$ cat src/rtl/core/crp_pkg.sv
// ============================================================================
// Clock page replacement package
// Shared constants, codes, slot entry type and hand arithmetic for the
// second-chance clock replacement block.
// ============================================================================
package crp_pkg;

  // Number of frame slots tracked, and derived widths.
  localparam int FRAMES = 8;
  localparam int SLOT_W = 3;                    // slot and hand width
  localparam int CNT_W  = $clog2(FRAMES + 1);   // resident slot count width

  // Operation codes.
  localparam logic [1:0] OP_READ    = 2'd0;
  localparam logic [1:0] OP_WRITE   = 2'd1;
  localparam logic [1:0] OP_FILL    = 2'd2;
  localparam logic [1:0] OP_REPLACE = 2'd3;

  // Status codes.
  localparam logic [1:0] ST_OK    = 2'd0;
  localparam logic [1:0] ST_EMPTY = 2'd1;
  localparam logic [1:0] ST_WRONG = 2'd2;

  // Per-slot bookkeeping bits.
  typedef struct packed {
    logic resident;
    logic referenced;
    logic modified;
  } entry_t;

  // Advance the clock hand by one slot, wrapping at the last slot.
  function automatic logic [SLOT_W-1:0] hand_adv(input logic [SLOT_W-1:0] h);
    logic [SLOT_W-1:0] nxt;
    if (h == SLOT_W'(FRAMES - 1)) begin
      nxt = '0;
    end else begin
      nxt = h + SLOT_W'(1);
    end
    return nxt;
  endfunction

endpackage

$ cat src/rtl/core/clock_page_replacement_top.sv
// ============================================================================
// Clock page replacement
// Tracks resident, referenced and modified bits per frame slot in a small
// synchronous memory and walks a clock hand over it to choose eviction victims.
// ============================================================================
// Read, write and fill pass through an access state that updates the slot
// entry before the result; a replace with nothing resident goes straight to
// the result, and any other replace walks the hand over at most 2*FRAMES slots
// plain or 4*FRAMES enhanced. Throughput: one item at a time; in_ready returns
// together with out_valid, even while that result still waits for out_ready.
// Reset clears all slot entries through per-entry valid flags; clock_mode is 0.
module clock_page_replacement_top (
  input  logic       clk,
  input  logic       rst_n,
  // Configuration write channel.
  input  logic       cfg_valid,
  output logic       cfg_ready,
  input  logic       cfg_clock_mode,
  // Input channel.
  input  logic       in_valid,
  output logic       in_ready,
  input  logic [1:0] in_operation,
  input  logic [2:0] in_slot,
  // Result channel.
  output logic       out_valid,
  input  logic       out_ready,
  output logic [2:0] out_victim_slot,
  output logic       out_victim_dirty,
  output logic [1:0] out_status
);

  // Sequencer state codes.
  localparam logic [1:0] S_IDLE = 2'd0;
  localparam logic [1:0] S_ACC  = 2'd1;
  localparam logic [1:0] S_SCAN = 2'd2;
  localparam logic [1:0] S_DONE = 2'd3;

  logic [1:0] state_r, state_nxt;
  logic       mode_r, mode_nxt;
  logic       clean_r, clean_nxt;
  logic [1:0] op_r, op_nxt;
  logic [crp_pkg::SLOT_W-1:0] slot_r, slot_nxt;
  logic [crp_pkg::SLOT_W-1:0] hand_r, hand_nxt;
  logic [crp_pkg::SLOT_W-1:0] step_r, step_nxt;
  logic [crp_pkg::CNT_W-1:0]  cnt_r, cnt_nxt;

  logic [crp_pkg::SLOT_W-1:0] res_slot_r, res_slot_nxt;
  logic       res_dirty_r, res_dirty_nxt;
  logic [1:0] res_status_r, res_status_nxt;

  logic       out_valid_r, out_valid_nxt;
  logic [crp_pkg::SLOT_W-1:0] out_slot_r, out_slot_nxt;
  logic       out_dirty_r, out_dirty_nxt;
  logic [1:0] out_status_r, out_status_nxt;

  // Slot memory and its per-entry valid flags.
  crp_pkg::entry_t mem_q [crp_pkg::FRAMES];
  logic [crp_pkg::FRAMES-1:0] vld_r;
  crp_pkg::entry_t rd_q;
  logic            rd_vld_q;
  crp_pkg::entry_t cur;

  logic                       rd_en;
  logic [crp_pkg::SLOT_W-1:0] rd_addr;
  logic                       wr_en;
  logic [crp_pkg::SLOT_W-1:0] wr_addr;
  crp_pkg::entry_t            wr_data;

  logic                       slot_ok;
  logic                       hit;
  logic [crp_pkg::SLOT_W-1:0] hand_step;

  // Memory: one write and one registered read per cycle.
  always_ff @(posedge clk) begin
    if (wr_en) begin
      mem_q[wr_addr] <= wr_data;
    end
    if (rd_en) begin
      rd_q     <= mem_q[rd_addr];
      rd_vld_q <= vld_r[rd_addr];
    end
  end

  // An entry never written since reset reads as all zero.
  always_ff @(posedge clk) begin
    if (!rst_n) begin
      vld_r <= '0;
    end else if (wr_en) begin
      vld_r[wr_addr] <= 1'b1;
    end
  end

  assign cur       = rd_vld_q ? rd_q : '0;
  assign slot_ok   = {1'b0, slot_r} < crp_pkg::CNT_W'(crp_pkg::FRAMES);
  assign hand_step = crp_pkg::hand_adv(hand_r);
  assign hit       = cur.resident && !cur.referenced && (!clean_r || !cur.modified);

  assign cfg_ready = 1'b1;

  // Sequencer: access update, victim walk and result hand-off.
  always_comb begin
    state_nxt      = state_r;
    mode_nxt       = mode_r;
    clean_nxt      = clean_r;
    op_nxt         = op_r;
    slot_nxt       = slot_r;
    hand_nxt       = hand_r;
    step_nxt       = step_r;
    cnt_nxt        = cnt_r;
    res_slot_nxt   = res_slot_r;
    res_dirty_nxt  = res_dirty_r;
    res_status_nxt = res_status_r;
    out_valid_nxt  = out_valid_r && !out_ready;
    out_slot_nxt   = out_slot_r;
    out_dirty_nxt  = out_dirty_r;
    out_status_nxt = out_status_r;
    in_ready       = 1'b0;
    rd_en          = 1'b0;
    rd_addr        = hand_r;
    wr_en          = 1'b0;
    wr_addr        = hand_r;
    wr_data        = '0;

    if (cfg_valid) begin
      mode_nxt = cfg_clock_mode;
    end

    unique case (state_r)
      S_IDLE: begin
        in_ready = 1'b1;
        if (in_valid) begin
          op_nxt   = in_operation;
          slot_nxt = in_slot;
          if (in_operation != crp_pkg::OP_REPLACE) begin
            rd_en     = 1'b1;
            rd_addr   = in_slot;
            state_nxt = S_ACC;
          end else if (cnt_r == '0) begin
            res_slot_nxt   = '0;
            res_dirty_nxt  = 1'b0;
            res_status_nxt = crp_pkg::ST_EMPTY;
            state_nxt      = S_DONE;
          end else begin
            rd_en     = 1'b1;
            rd_addr   = hand_r;
            clean_nxt = mode_r;
            step_nxt  = '0;
            state_nxt = S_SCAN;
          end
        end
      end

      S_ACC: begin
        res_slot_nxt   = '0;
        res_dirty_nxt  = 1'b0;
        res_status_nxt = crp_pkg::ST_OK;
        wr_addr        = slot_r;
        if (op_r == crp_pkg::OP_FILL) begin
          if (slot_ok && !cur.resident) begin
            wr_en   = 1'b1;
            wr_data = '{resident: 1'b1, referenced: 1'b1, modified: 1'b0};
            cnt_nxt = cnt_r + crp_pkg::CNT_W'(1);
          end else begin
            res_status_nxt = crp_pkg::ST_WRONG;
          end
        end else begin
          if (slot_ok && cur.resident) begin
            wr_en   = 1'b1;
            wr_data = '{resident: 1'b1, referenced: 1'b1,
                        modified: cur.modified || (op_r == crp_pkg::OP_WRITE)};
          end else begin
            res_status_nxt = crp_pkg::ST_WRONG;
          end
        end
        state_nxt = S_DONE;
      end

      S_SCAN: begin
        hand_nxt = hand_step;
        if (hit) begin
          // Victim found: free the slot and stop past it.
          wr_en          = 1'b1;
          wr_data        = '0;
          cnt_nxt        = cnt_r - crp_pkg::CNT_W'(1);
          res_slot_nxt   = hand_r;
          res_dirty_nxt  = cur.modified;
          res_status_nxt = crp_pkg::ST_OK;
          state_nxt      = S_DONE;
        end else begin
          // Second chance: a clearing pass drops the referenced bit.
          if (!clean_r && cur.resident && cur.referenced) begin
            wr_en   = 1'b1;
            wr_data = '{resident: 1'b1, referenced: 1'b0, modified: cur.modified};
          end
          rd_en   = 1'b1;
          rd_addr = hand_step;
          if (step_r == crp_pkg::SLOT_W'(crp_pkg::FRAMES - 1)) begin
            step_nxt = '0;
            if (mode_r) begin
              clean_nxt = !clean_r;
            end
          end else begin
            step_nxt = step_r + crp_pkg::SLOT_W'(1);
          end
        end
      end

      S_DONE: begin
        if (!out_valid_r || out_ready) begin
          out_valid_nxt  = 1'b1;
          out_slot_nxt   = res_slot_r;
          out_dirty_nxt  = res_dirty_r;
          out_status_nxt = res_status_r;
          state_nxt      = S_IDLE;
        end
      end

      default: begin
        state_nxt = S_IDLE;
      end
    endcase
  end

  // Control registers.
  always_ff @(posedge clk) begin
    if (!rst_n) begin
      state_r     <= S_IDLE;
      mode_r      <= 1'b0;
      clean_r     <= 1'b0;
      hand_r      <= '0;
      step_r      <= '0;
      cnt_r       <= '0;
      out_valid_r <= 1'b0;
    end else begin
      state_r     <= state_nxt;
      mode_r      <= mode_nxt;
      clean_r     <= clean_nxt;
      hand_r      <= hand_nxt;
      step_r      <= step_nxt;
      cnt_r       <= cnt_nxt;
      out_valid_r <= out_valid_nxt;
    end
  end

  // Payload registers.
  always_ff @(posedge clk) begin
    op_r         <= op_nxt;
    slot_r       <= slot_nxt;
    res_slot_r   <= res_slot_nxt;
    res_dirty_r  <= res_dirty_nxt;
    res_status_r <= res_status_nxt;
    out_slot_r   <= out_slot_nxt;
    out_dirty_r  <= out_dirty_nxt;
    out_status_r <= out_status_nxt;
  end

  assign out_valid        = out_valid_r;
  assign out_victim_slot  = out_slot_r;
  assign out_victim_dirty = out_dirty_r;
  assign out_status       = out_status_r;

  // The resident count never exceeds the number of slots.
  a_cnt_range: assert property (@(posedge clk) disable iff (!rst_n)
    cnt_r <= crp_pkg::CNT_W'(crp_pkg::FRAMES))
    else $error("resident count out of range");

  // A victim walk only runs while some slot is resident.
  a_scan_nonempty: assert property (@(posedge clk) disable iff (!rst_n)
    (state_r == S_SCAN) |-> (cnt_r != '0))
    else $error("victim walk with no resident slot");

  // A failed operation never reports a victim.
  a_fail_no_victim: assert property (@(posedge clk) disable iff (!rst_n)
    (out_valid_r && (out_status_r != crp_pkg::ST_OK))
      |-> (out_slot_r == '0 && !out_dirty_r))
    else $error("victim reported on failed operation");

  // A successful replace always leaves one fewer resident slot.
  a_replace_frees: assert property (@(posedge clk) disable iff (!rst_n)
    (state_r == S_SCAN && hit) |=> (cnt_r == $past(cnt_r) - crp_pkg::CNT_W'(1)))
    else $error("replace did not free a slot");

endmodule

$ cat config.mk
export PLATFORM = sky130hd
export DESIGN_NAME = clock_page_replacement_top
export DESIGN_NICKNAME = d
export VERILOG_FILES = /design/src/rtl/core/crp_pkg.sv /design/src/rtl/core/clock_page_replacement_top.sv
export SDC_FILE = /design/constraint.sdc
export NUM_CORES = 1
export LEC_CHECK = 0
export BUFFER_PORTS_ARGS = -buffer_cell sky130_fd_sc_hd__buf_2
export CAP_MARGIN = 20
export CORE_UTILIZATION = 35
export CTS_CLUSTER_DIAMETER = 50
export DETAILED_ROUTE_END_ITERATION = 8
export PLACE_DENSITY = 0.61
export SYNTH_ARGS = -nofsm -noshare
export SYNTH_HDL_FRONTEND = slang
export SYNTH_SLANG_ARGS = --single-unit
$ cat constraint.sdc
create_clock -name clk -period 4.1 [get_ports clk]
set_input_delay 0.41 -clock clk [delete_from_list [all_inputs] [get_ports clk]]
set_output_delay 0.41 -clock clk [all_outputs]
set_load 0.1 [all_outputs]
# ---- Word level (Yosys, flattened, before mapping)
# Memories as Yosys holds them, arrays and structs flattened. A register that Yosys moved wholly into a read port is not among the register bits.
# Cells that the tools add are included.
dict set report word_totals {
  out_inout_bits 9
  n_memories 1
  ff_bits 41
  ram_bits 24
}
# name depth word_bits rd rd_ports_with_merged_regs wr line
set mem_list {}
lappend mem_list {mem_q 8 3 1 1 1 clock_page_replacement_top.sv:57} ;# crp_pkg::entry_t mem_q [crp_pkg::FRAMES];
dict set report classes {
  eq_ne 19
  addsub 4
  n_lt_le_gt_ge 3
  mux 74
  n_bitwise 1
  n_reduce_logical 26
}
# cell count
set op_table {}
lappend op_table {{2-to-1 mux 3 bit} 20}
lappend op_table {{2-to-1 mux 1 bit} 27}
lappend op_table {{!= test 2 bit (second input constant)} 12}
lappend op_table {{2-to-1 mux 2 bit} 11}
lappend op_table {{one-hot mux 3 bit (2 select lines)} 3}
lappend op_table {{2-to-1 mux 4 bit} 3}
lappend op_table {{AND reduction 5 bit} 2}
lappend op_table {{one-hot mux 3 bit (3 select lines)} 1}
lappend op_table {{< comparator 3 x 4 -> 1 bit (second input constant)} 2}
lappend op_table {{bitwise OR 8 bit} 1}
lappend op_table {{one-hot mux 2 bit (4 select lines)} 1}
lappend op_table {{one-hot mux 4 bit (2 select lines)} 1}
lappend op_table {{AND reduction 7 bit} 1}
lappend op_table {{adder 3 x 1 -> 3 bit (second input constant)} 2}
lappend op_table {{equality test 2 bit (second input constant)} 3}
lappend op_table {{equality test 3 bit (second input constant)} 2}
lappend op_table {{logical AND 1 bit} 6}
lappend op_table {{one-hot mux 1 bit (2 select lines)} 3}
lappend op_table {{one-hot mux 2 bit (3 select lines)} 1}
lappend op_table {{logical NOT 1 bit} 5}
lappend op_table {{adder 4 x 1 -> 4 bit (second input constant)} 1}
lappend op_table {{equality test 2 x 1 -> 1 bit (second input constant)} 2}
lappend op_table {{logical NOT 4 bit} 1}
lappend op_table {{AND reduction 2 bit} 2}
lappend op_table {{other kinds (11)} 14}

# ---- Longest topological paths before layout
# Gate-level depths: netlist (run 1).
dict set report logic_depth {
  word_depth 8
  depth_mapped 9
}

# ---- Least setup slack after synthesis (run 1)
# Ideal clock, no wire load.
dict set report synth_path {
  path_type {register -> register}
  start {register state_r[0]}
  end {register rd_vld_q, data pin}
  slack_ns 0.811
  setup_ns 0.272
  t_arrival_ns 3.017
  t_required_ns 3.828
  stages_incl_launch_ff 10
  path_cell_list {dfxtp_1 > inv_1 > ha_1 > nand2_1 > inv_2 > a21oi_1 > o21a_1 > nor2_2 > mux2_1 > mux4_2}
}
dict set report synth_via {
  elab_chain_len 4
}
# element line
set synth_rtl {}
lappend synth_rtl {{from (decl)} clock_page_replacement_top.sv:38} ;# logic [1:0] state_r, state_nxt;
lappend synth_rtl {{from (signal assigned)} clock_page_replacement_top.sv:235} ;# state_r <= state_nxt;
lappend synth_rtl {{equality test 2 bit or logical NOT 2 bit (tied branches)} clock_page_replacement_top.sv:128} ;# unique case (state_r)
lappend synth_rtl {{one-hot mux 3 bit (2 select lines) (*)} clock_page_replacement_top.sv:128}
lappend synth_rtl {{binary-select mux 1 bit (select 3 bit) (*)} clock_page_replacement_top.sv:80} ;# rd_vld_q <= vld_r[rd_addr];
lappend synth_rtl {{2-to-1 mux 1 bit (implied by the code) (*)} clock_page_replacement_top.sv:80}
lappend synth_rtl {{to (signal assigned)} clock_page_replacement_top.sv:80}
lappend synth_rtl {{to (decl)} clock_page_replacement_top.sv:60} ;# logic rd_vld_q;
# Every way passes the cells marked *; elsewhere a longest branch is shown, timed or not. The select of a mux whose other input is x is not followed.
# A chain may end at the register's enable or synchronous reset.

# ---- Worst setup path in the final report (run 1)
# Ends and elaborated chain as after synthesis.

==> results of run 1 <==
==> final timing paths <==
check | from | endpoint | slack, ps | depth (start not counted)
max | state_r[0]$_SDFFE_PN0P_ | rd_vld_q$_DFFE_PP_ | 1180 | 8
min | in_slot[0] | slot_r[0]$_DFFE_PP_ | 280 | 1
max reg2reg | state_r[0]$_SDFFE_PN0P_ | rd_vld_q$_DFFE_PP_ | 1180 | 8
min reg2reg | res_slot_r[1]$_SDFFCE_PN0P_ | out_victim_slot[1]$_DFFE_PP_ | 420 | 0
==> state kept, by name (all words and copies together) (netlist names), 2 cells and up <==
signal and count:
cnt_r 4, hand_r 3, mem_q 24, op_r 2, out_status 2, out_victim_slot 3
rd_q 3, res_slot_r 3, res_status_r 2, slot_r 3, state_r 2, step_r 3
vld_r 8
==> cell families (layout without fill, tap and decap cells) <==
family                   Yosys count  after routing
AO/OA/AOI/OAI                     57             57
XOR/XNOR                           5              5
adder cells (fa/ha/maj)           11             11
buffers and inverters             20             51
flip-flops                        68             68
multiplexers                      21             21
other                              1              1
AND/OR/NAND/NOR                   79             79
==> per-layer routing <==
layer | track usage | part of all wire
met1 | 0.197 | 0.49
met2 | 0.223 | 0.47
met3 | 0.0345 | 0.029
met4 | 0.0629 | 0.016
met5 | 0 | 0
==> cell type report <==
class	count	area, um^2
fillers	842	5210
flip-flops and latches	68	1810
multi-input cells	174	1310
well taps	108	135
clock buffers	9	124
repair buffers	21	110
inverters	14	52.6
clock inverters	7	48.8
==> synth_stat cells, types with 2 or more instances <==
library cell	n	share of area
xnor2_1	5	0.014
inv_1	12	0.014
and2_1	4	0.0078
dfxtp_1	23	0.14
buf_4	2	0.0047
mux2_1	12	0.042
nand2b_1	2	0.0039
edfxtp_1	45	0.42
nor2_1	17	0.020
nor3_1	3	0.0047
a21o_1	2	0.0047
mux2i_1	6	0.019
a21oi_1	11	0.017
nand2_1	21	0.025
a21boi_0	3	0.0070
a31oi_1	2	0.0039
o21ai_0	8	0.012
clkbuf_1	4	0.0047
ha_1	10	0.039
o21a_1	10	0.023
nand3_1	5	0.0078
nand4_1	2	0.0039
nor2b_1	13	0.025
mux4_2	3	0.021
==> through the flow <==
step                      power (mW)  cell area, um^2
final                           2.04             3590
after global routing            2.15             3590
after CTS                       2.06             3590
after detailed placement        1.57             3420
after global placement          1.55             3420
after floorplan                 1.42             3210
==> power breakdown <==
group | switching, mW | total, mW | internal, mW
Sequential | 0.0669 | 0.931 | 0.865
Clock | 0.262 | 0.484 | 0.222
Combinational | 0.426 | 0.624 | 0.198
Total | 0.755 | 2.04 | 1.28
==> metrics.cfg, run 1 <==
[finish]
layout_commonest_cell=edfxtp_1
utilization=0.408
drive_gt1_frac=0.177
nets=310
final_cell_mix=edfxtp_1, dfxtp_1, nand2_1
finalNonFillerCells=401
diodes=0
area_growth_syn_to_layout_pct=12.1

[clocking]
cts-resized-gates=0
cts_setup_buffers=0
htree_levels=3
cts_hold_buf=0
cts_tree=built
clk_pin_slew_ps=80
ctsRootBufferMaster=clkbuf_8
clock_sinks=68
clk_path_buf_depth=2
clk_latency_ps=350
cts_buffers=9

[global_route]
antenna_found_initial=0
grt_overflow=0
grt_pass1_vias=1988
grt_pass1_wl_mm=10.3
grt_max_degree=25
grt.total_usage=0.145

[synthesis]
synth_compound_area_frac=0.135
ys_ff_latch=68
synthMuxAreaShare=0.0820
yosys.cell_types.count=61
yosys.area_share.simple=0.132
syn_inst=262
syn-cell-area_um2=3210
synth_edf_count=45
synth_xor_area_frac=0.0137
ys.flop_type=edfxtp_1
synth_fa_ha_area_frac=0.0453
yosys_warnings=0
ys_async_sr_fraction=0
syn_nets=284
synth_seq_area_share=0.565
synth_top_family_by_area=compound AO/OA/AOI/OAI gates
avgSynthCellArea_um2=12.2

[sta]
finClkSkew_ps=7.34
whs_ps=280
min_period_ps=2920
finalWorstSetupSlack_ps=1180
slew_headroom=0.365
timing.final.crit_share=0.712
tns_ps=0
maxSlewViolCount=0
rsz0062_at_grt=false
finalHoldViolCount=0
fmax_mhz=343
tightest_slew_ps=952
setup_viol=0

[floorplanning]
rows=34
ioPinCount=20
fp.dieW_um=97.7
start_util=0.364
dieArea_um2=9550
core_area_um2=8810
die_h_um=97.7

[setup_path]
required_ps=4190
critical_path_arrival_ps=3010
slowest_delay_ps=450
start_kind=register
criticalPathCategory=register to register
worst-path-buf-inv=1
cp_top_family=multiplexers
cp_slowest_cell=mux4_2
path_cells=inv_1 -> ha_1 -> nor2b_1 -> a21oi_1 -> o21a_1 -> nor2_2 -> mux2_1 -> mux4_2
crit_fanout=10
critPathCaptureType=register

[placement]
place_ws_ps=1250
dp_hpwl_mm=4.75
post-place-cells=384
port_buffers=18
place_congestion=0.813

[detailed_routing]
wirelength_mm=6.51
ant_nets=0
drtPass1Iterations=6
vias=2076
avgRoutedWirePerCell_um=16.2
initialDrtViolationCount=148
vias_per_cell=5.18
drc=1

[flow_run]
cap_violations=0

[pwr]
power.leakage_nw=1.31
vdd_ir_drop_max_uv=163
cellPowerDensity_nw_per_um2=568

[status]
violations=design-rule violations
status=finished, violations left

[hold_path]
hold_class=input port to register

(Power assumes the default switching activity.)
==> run 2: changes to the inputs <==
==> constraint.sdc (replaced) <==
create_clock -name clk -period 2.7 [get_ports clk]
set_input_delay 0.27 -clock clk [delete_from_list [all_inputs] [get_ports clk]]
set_output_delay 0.27 -clock clk [all_outputs]
set_load 0.1 [all_outputs]
==> run 2 against run 1 <==
Compared with the run above:
- the flow now finishes without violations
- first-iteration DRC count shrank 14%
- sequential power grew 51%
- sequential cell count is the same
- clock skew grew 5.6 ps
- power grew 71%
- global-route usage grew 0.37 points
- fmax grew 15%
- final area grew 5.3%
- critical path depth is the same
- final cell count grew 3.0%
==> metrics.cfg, run 2 (synthesized netlist as in run 1, its figures left out) <==
[pwr]
power.leakage_nw=1.40  ; +7.0%
comb_power_share=0.306  ; about the same
vdd_ir_drop_max_uv=265  ; +62%
power.switching_mw=1.18  ; +56%
cellPowerDensity_nw_per_um2=920  ; +62%
power_mw=3.48  ; +71%
internal_power_mw=2.30  ; +79%
power_frac_clock=0.288  ; +0.051
seqPwrFrac=0.406  ; -0.051
p_sw_frac=0.339  ; -0.0313

[detailed_routing]
wirelength_mm=6.65  ; +2.2%
ant_nets=0  ; unchanged
initialDrtViolationCount=127  ; -14%
vias_per_cell=5.21  ; +0.60%
vias=2151  ; +3.6%
avgRoutedWirePerCell_um=16.1  ; -0.76%
drc=0  ; -1
drtPass1Iterations=4  ; -2

[sta]
finClkSkew_ps=13.0  ; +5.64 ps
rsz0062_at_grt=false
min_period_ps=2540  ; -381 ps
tightest_slew_ps=790  ; -163 ps
finalHoldViolCount=0  ; unchanged
setup_viol=0  ; unchanged
tns_ps=0  ; unchanged
fmax_mhz=394  ; +15%
maxSlewViolCount=0  ; unchanged
timing.final.crit_share=0.940  ; +0.228
slew_headroom=0.468  ; +0.103

[clocking]
cts_tree=built
clock_sinks=68  ; unchanged
htree_levels=3  ; unchanged
clk_pin_slew_ps=80  ; about the same
ctsRootBufferMaster=clkbuf_8
clk_latency_ps=340  ; about the same
cts_buffers=9  ; unchanged
clk_path_buf_depth=2  ; unchanged
cts_setup_buffers=0  ; unchanged

[setup_path]
reg2reg_depth=8  ; unchanged
r2r-start=state_r[0]$_SDFFE_PN0P_
crit_fanout=8  ; -2
reg2reg_slack_ps=160  ; -1020 ps
criticalPathCategory=register to register
r2r-end=rd_vld_q$_DFFE_PP_
required_ps=2780  ; -1410 ps
start_kind=register
critical_path_arrival_ps=2620  ; -390 ps
critPathCaptureType=register

[finish]
finalNonFillerCells=413  ; +3.0%
diodes=0  ; unchanged
layout_commonest_cell=edfxtp_1
nets=322  ; +3.9%
top_register=mem_q
multiInputGateArea_um2=1340  ; +1.9%
reg_top3=mem_q (24), vld_r (8), cnt_r (4)
fillers=806  ; -4.3%
final_cell_mix=edfxtp_1, dfxtp_1, nand2_1
final-seq-area_um2=1810  ; unchanged
area_growth_syn_to_layout_pct=18.0
largest_reg_flops=24  ; unchanged
drive_gt1_frac=0.220  ; +0.0422

[global_route]
grt.total_usage=0.149  ; +0.00370
antenna_found_initial=0  ; unchanged
grt_overflow=0  ; unchanged
grt_pass1_wl_mm=10.8  ; +4.9%
grt_pass1_vias=2113  ; +6.3%
grt_max_degree=25  ; unchanged

[floorplanning]
core_area_um2=8810  ; unchanged
dieArea_um2=9550  ; unchanged
rows=34  ; unchanged
ioPinCount=20  ; unchanged
start_util=0.364  ; unchanged
fp.dieW_um=97.7  ; unchanged
die_h_um=97.7  ; unchanged

[status]
status=complete, no violations

[hold_path]
hold_path_end=slot_r[0]$_DFFE_PP_
hold_depth=1  ; unchanged
hp-start=in_slot[0]
hold_class=input port to register

[placement]
post-place-cells=397  ; +3.4%
port_buffers=18  ; unchanged
place_congestion=0.758  ; -6.8%
dp_hpwl_mm=4.88  ; +2.7%

[flow_run]
cap_violations=0  ; unchanged

run 2: cell types whose count changed in the layout (fill, tap and decap cells not counted), sizes merged:
cell and delta:
clkbuf +2, buf +12, inv -4, bufinv +2
run 2: layer usage:
metal,up-vias,share of wire,GRT usage
li1,1050,-,-
met1,1054,0.49,0.200
met2,37,0.46,0.241
met3,10,0.025,0.0194
met4,0,0.017,0.0699
met5,-,0,0
run 2: area by class of cell:
class                   instances  area share
flip-flops and latches         68       0.479
inverters                      14      0.0139
clock inverters                 5      0.0215
clock buffers                  11      0.0430
multi-input cells             174       0.353
repair buffers                 33      0.0536
well taps                     108      0.0357
run 2: repair_timing:
action / in CTS / in global routing
resized for setup: 0 / 3
hold buffers: 0 / 0
setup endpoints to repair: 0 / 4
run 2: through the flow:
step | setup slack [ps] | hold slack (ps) | utilization | instance area, um^2
after detailed placement | 65.5 | 405 | 0.400 | 3530
final | 162 | 130 | 0.430 | 3780
after floorplan | 42.0 | 369 | - | 3220
after global placement | 138 | 401 | 0.400 | 3530
after CTS | 39.7 | 113 | 0.428 | 3770
after global routing | 16.2 | 123 | 0.430 | 3780
run 2: worst max-delay path: stages (launching register included):
cell and delay (ps):
dfxtp_1 340, inv_1 150, ha_2 290, nand3_1 130, a211oi_2 270, o21a_1 260, nor2_4 80, mux2_1 300
mux4_2 460
run 2: power by group through the flow:
| stage | Sequential (mW) | Clock (mW) | Combinational (mW) |
|---|---|---|---|
| 2_1_floorplan | 1.46 | 0 | 0.720 |
| 3_3_place_gp | 1.43 | 0 | 1.03 |
| 5_1_grt | 1.43 | 1.06 | 1.17 |
| 4_1_cts | 1.41 | 1.02 | 1.06 |
| 6_report | 1.41 | 1.00 | 1.06 |
| 3_5_place_dp | 1.44 | 0 | 1.06 |
run 2: how the worst max path moves through the flow:
stage	end	startpoint	depth (start not counted)	slack (ps)
finish	rd_vld_q$_DFFE_PP_	state_r[0]$_SDFFE_PN0P_	8	160
global route	rd_q[0]$_DFFE_PP_	state_r[0]$_SDFFE_PN0P_	10	20
CTS	rd_vld_q$_DFFE_PP_	state_r[0]$_SDFFE_PN0P_	8	40
detailed placement	rd_vld_q$_DFFE_PP_	state_r[0]$_SDFFE_PN0P_	8	70
global placement	rd_vld_q$_DFFE_PP_	state_r[0]$_SDFFE_PN0P_	8	140
floorplan	rd_vld_q$_DFFE_PP_	state_r[0]$_SDFFE_PN0P_	9	40
==> run 3: changes to the inputs <==
--- a/config.mk
+++ b/config.mk
@@ -7,6 +7,7 @@
 export LEC_CHECK = 0
 export BUFFER_PORTS_ARGS = -buffer_cell sky130_fd_sc_hd__buf_2
 export CAP_MARGIN = 20
+export CORE_MARGIN = 8
 export CORE_UTILIZATION = 35
 export CTS_CLUSTER_DIAMETER = 50
 export DETAILED_ROUTE_END_ITERATION = 8
==> run 3 against run 2 <==
Compared with the run above:
- final cell count grew 0.73%
- sequential power about the same
- hold slack gained 16 ps
- register-to-register slack improved by 20 ps
- worst setup slack better by 23 ps
- die area increased by 31%
- via count is 1.1% lower
- critical path depth did not move
- non-clock buffer count unchanged
- highest routed layer unchanged
==> metrics.cfg, run 3 (synthesized netlist as in run 1, its figures left out) <==
[status]
status=complete, no violations

[detailed_routing]
wirelength_mm=6.61  ; -0.68%
vias=2127  ; -1.1%
drtPass1Iterations=5  ; +1
ant_nets=0  ; unchanged
avgRoutedWirePerCell_um=15.9  ; -1.4%
vias_per_cell=5.11  ; -1.8%
initialDrtViolationCount=140  ; +10%
drc=0  ; unchanged

[setup_path]
criticalPathCategory=register to register
crit_fanout=5  ; -3
path_cells=inv_1 -> ha_1 -> nor2b_1 -> a21oi_1 -> o21a_1 -> nor2_4 -> mux2_1 -> mux4_2
slowest_delay_ps=460  ; about the same
critical_path_arrival_ps=2600  ; -20 ps
critPathCaptureType=register
start_kind=register
required_ps=2780  ; about the same
worst-path-buf-inv=1  ; unchanged
reg2reg_slack_ps=180  ; +20 ps
cp_top_family=multiplexers
cp_slowest_cell=mux4_2

[sta]
finalWorstSetupSlack_ps=185  ; +22.8 ps
min_period_ps=2520  ; -22.8 ps
timing.final.crit_share=0.932  ; -0.00843
fmax_mhz=398  ; +0.91%
slew_headroom=0.522  ; +0.0540
tightest_slew_ps=709  ; -80.2 ps
rsz0062_at_grt=false
whs_ps=146  ; +16.0 ps
finClkSkew_ps=8.73  ; -4.25 ps
maxSlewViolCount=0  ; unchanged
tns_ps=0  ; unchanged
setup_viol=0  ; unchanged
finalHoldViolCount=0  ; unchanged

[finish]
diodes=0  ; unchanged
drive_gt1_frac=0.207  ; -0.0131
final_cell_mix=edfxtp_1, dfxtp_1, nand2_1
fin_area_um2=3720  ; -1.7%
finalNonFillerCells=416  ; +0.73%
largest_reg_flops=24  ; unchanged
nets=322  ; unchanged
layout_commonest_cell=edfxtp_1
area_growth_syn_to_layout_pct=16.0
top_register=mem_q
utilization=0.410  ; -0.0193
reg_top3=mem_q (24), vld_r (8), cnt_r (4)
fillers=820  ; +1.7%

[floorplanning]
ioPinCount=20  ; unchanged
die_h_um=112  ; +14%
start_util=0.354  ; -0.0104
core_area_um2=9060  ; +2.9%
fp.dieW_um=112  ; +14%
dieArea_um2=12500  ; +31%
rows=35  ; +2.9%

[placement]
dp_hpwl_mm=4.83  ; -0.94%
port_buffers=18  ; unchanged
placed_cell_area_um2=3530  ; +0.11%
place_ws_ps=202  ; +137 ps
place_congestion=0.836  ; +10%
post-place-cells=400  ; +0.76%

[global_route]
grt_pass1_wl_mm=10.6  ; -2.5%
antenna_found_initial=0  ; unchanged
grt_pass1_vias=2068  ; -2.1%
grt.total_usage=0.111  ; -0.0384
grt_overflow=0  ; unchanged
grt_max_degree=25  ; unchanged

[pwr]
cellPowerDensity_nw_per_um2=870  ; -5.4%
power.leakage_nw=1.38  ; -1.9%
power_mw=3.24  ; -7.0%
vdd_ir_drop_max_uv=363  ; +37%

[clocking]
cts-resized-gates=0  ; unchanged
ctsRootBufferMaster=clkbuf_8
cts_hold_buf=0  ; unchanged
clk_latency_ps=340  ; about the same
clock_sinks=68  ; unchanged
cts_buffers=9  ; unchanged
cts_setup_buffers=0  ; unchanged
cts_tree=built
htree_levels=3  ; unchanged
clk_path_buf_depth=2  ; unchanged
clk_pin_slew_ps=70  ; about the same

[hold_path]
hold_class=input port to register

[flow_run]
cap_violations=0  ; unchanged

-- run 3: worst register-to-register path, stage by stage (launching register included) --
cell and delay, ps:
dfxtp_1 330, inv_1 140, ha_1 240, nor2b_1 200, a21oi_1 90, o21a_1 240
nor2_4 200, mux2_1 350, mux4_2 460
-- run 3: layer usage --
metal,part of all wire,up-vias,global-route usage
li1,-,1048,-
met1,0.47,1004,0.137
met2,0.44,58,0.168
met3,0.056,17,0.0292
met4,0.030,0,0.0720
met5,0,-,0
-- run 3: report_power, final --
part / internal [mW] / switching (mW)
sequential: 1.31 / 0.0985
clock: 0.422 / 0.366
combinational: 0.377 / 0.661
total: 2.11 / 1.13
-- run 3: path summary, 6_finish.rpt --
path,start,end,cells after the start
worst max-delay path,state_r[0]$_SDFFE_PN0P_,rd_vld_q$_DFFE_PP_,8
worst min-delay path,in_slot[0],slot_r[0]$_DFFE_PP_,1
worst max register to register,state_r[0]$_SDFFE_PN0P_,rd_vld_q$_DFFE_PP_,8
worst min register to register,res_slot_r[1]$_SDFFCE_PN0P_,out_victim_slot[1]$_DFFE_PP_,0
-- run 3: layout make-up --
type / count / area, um^2 / share of cell area
clock buffer: 11 / 131 / 0.0353
clock inverter: 5 / 52.6 / 0.0141
inverter: 14 / 52.6 / 0.0141
multi-input combinational: 174 / 1330 / 0.357
sequential: 68 / 1810 / 0.487
tap: 111 / 139 / 0.0373
timing repair buffer: 33 / 203 / 0.0545
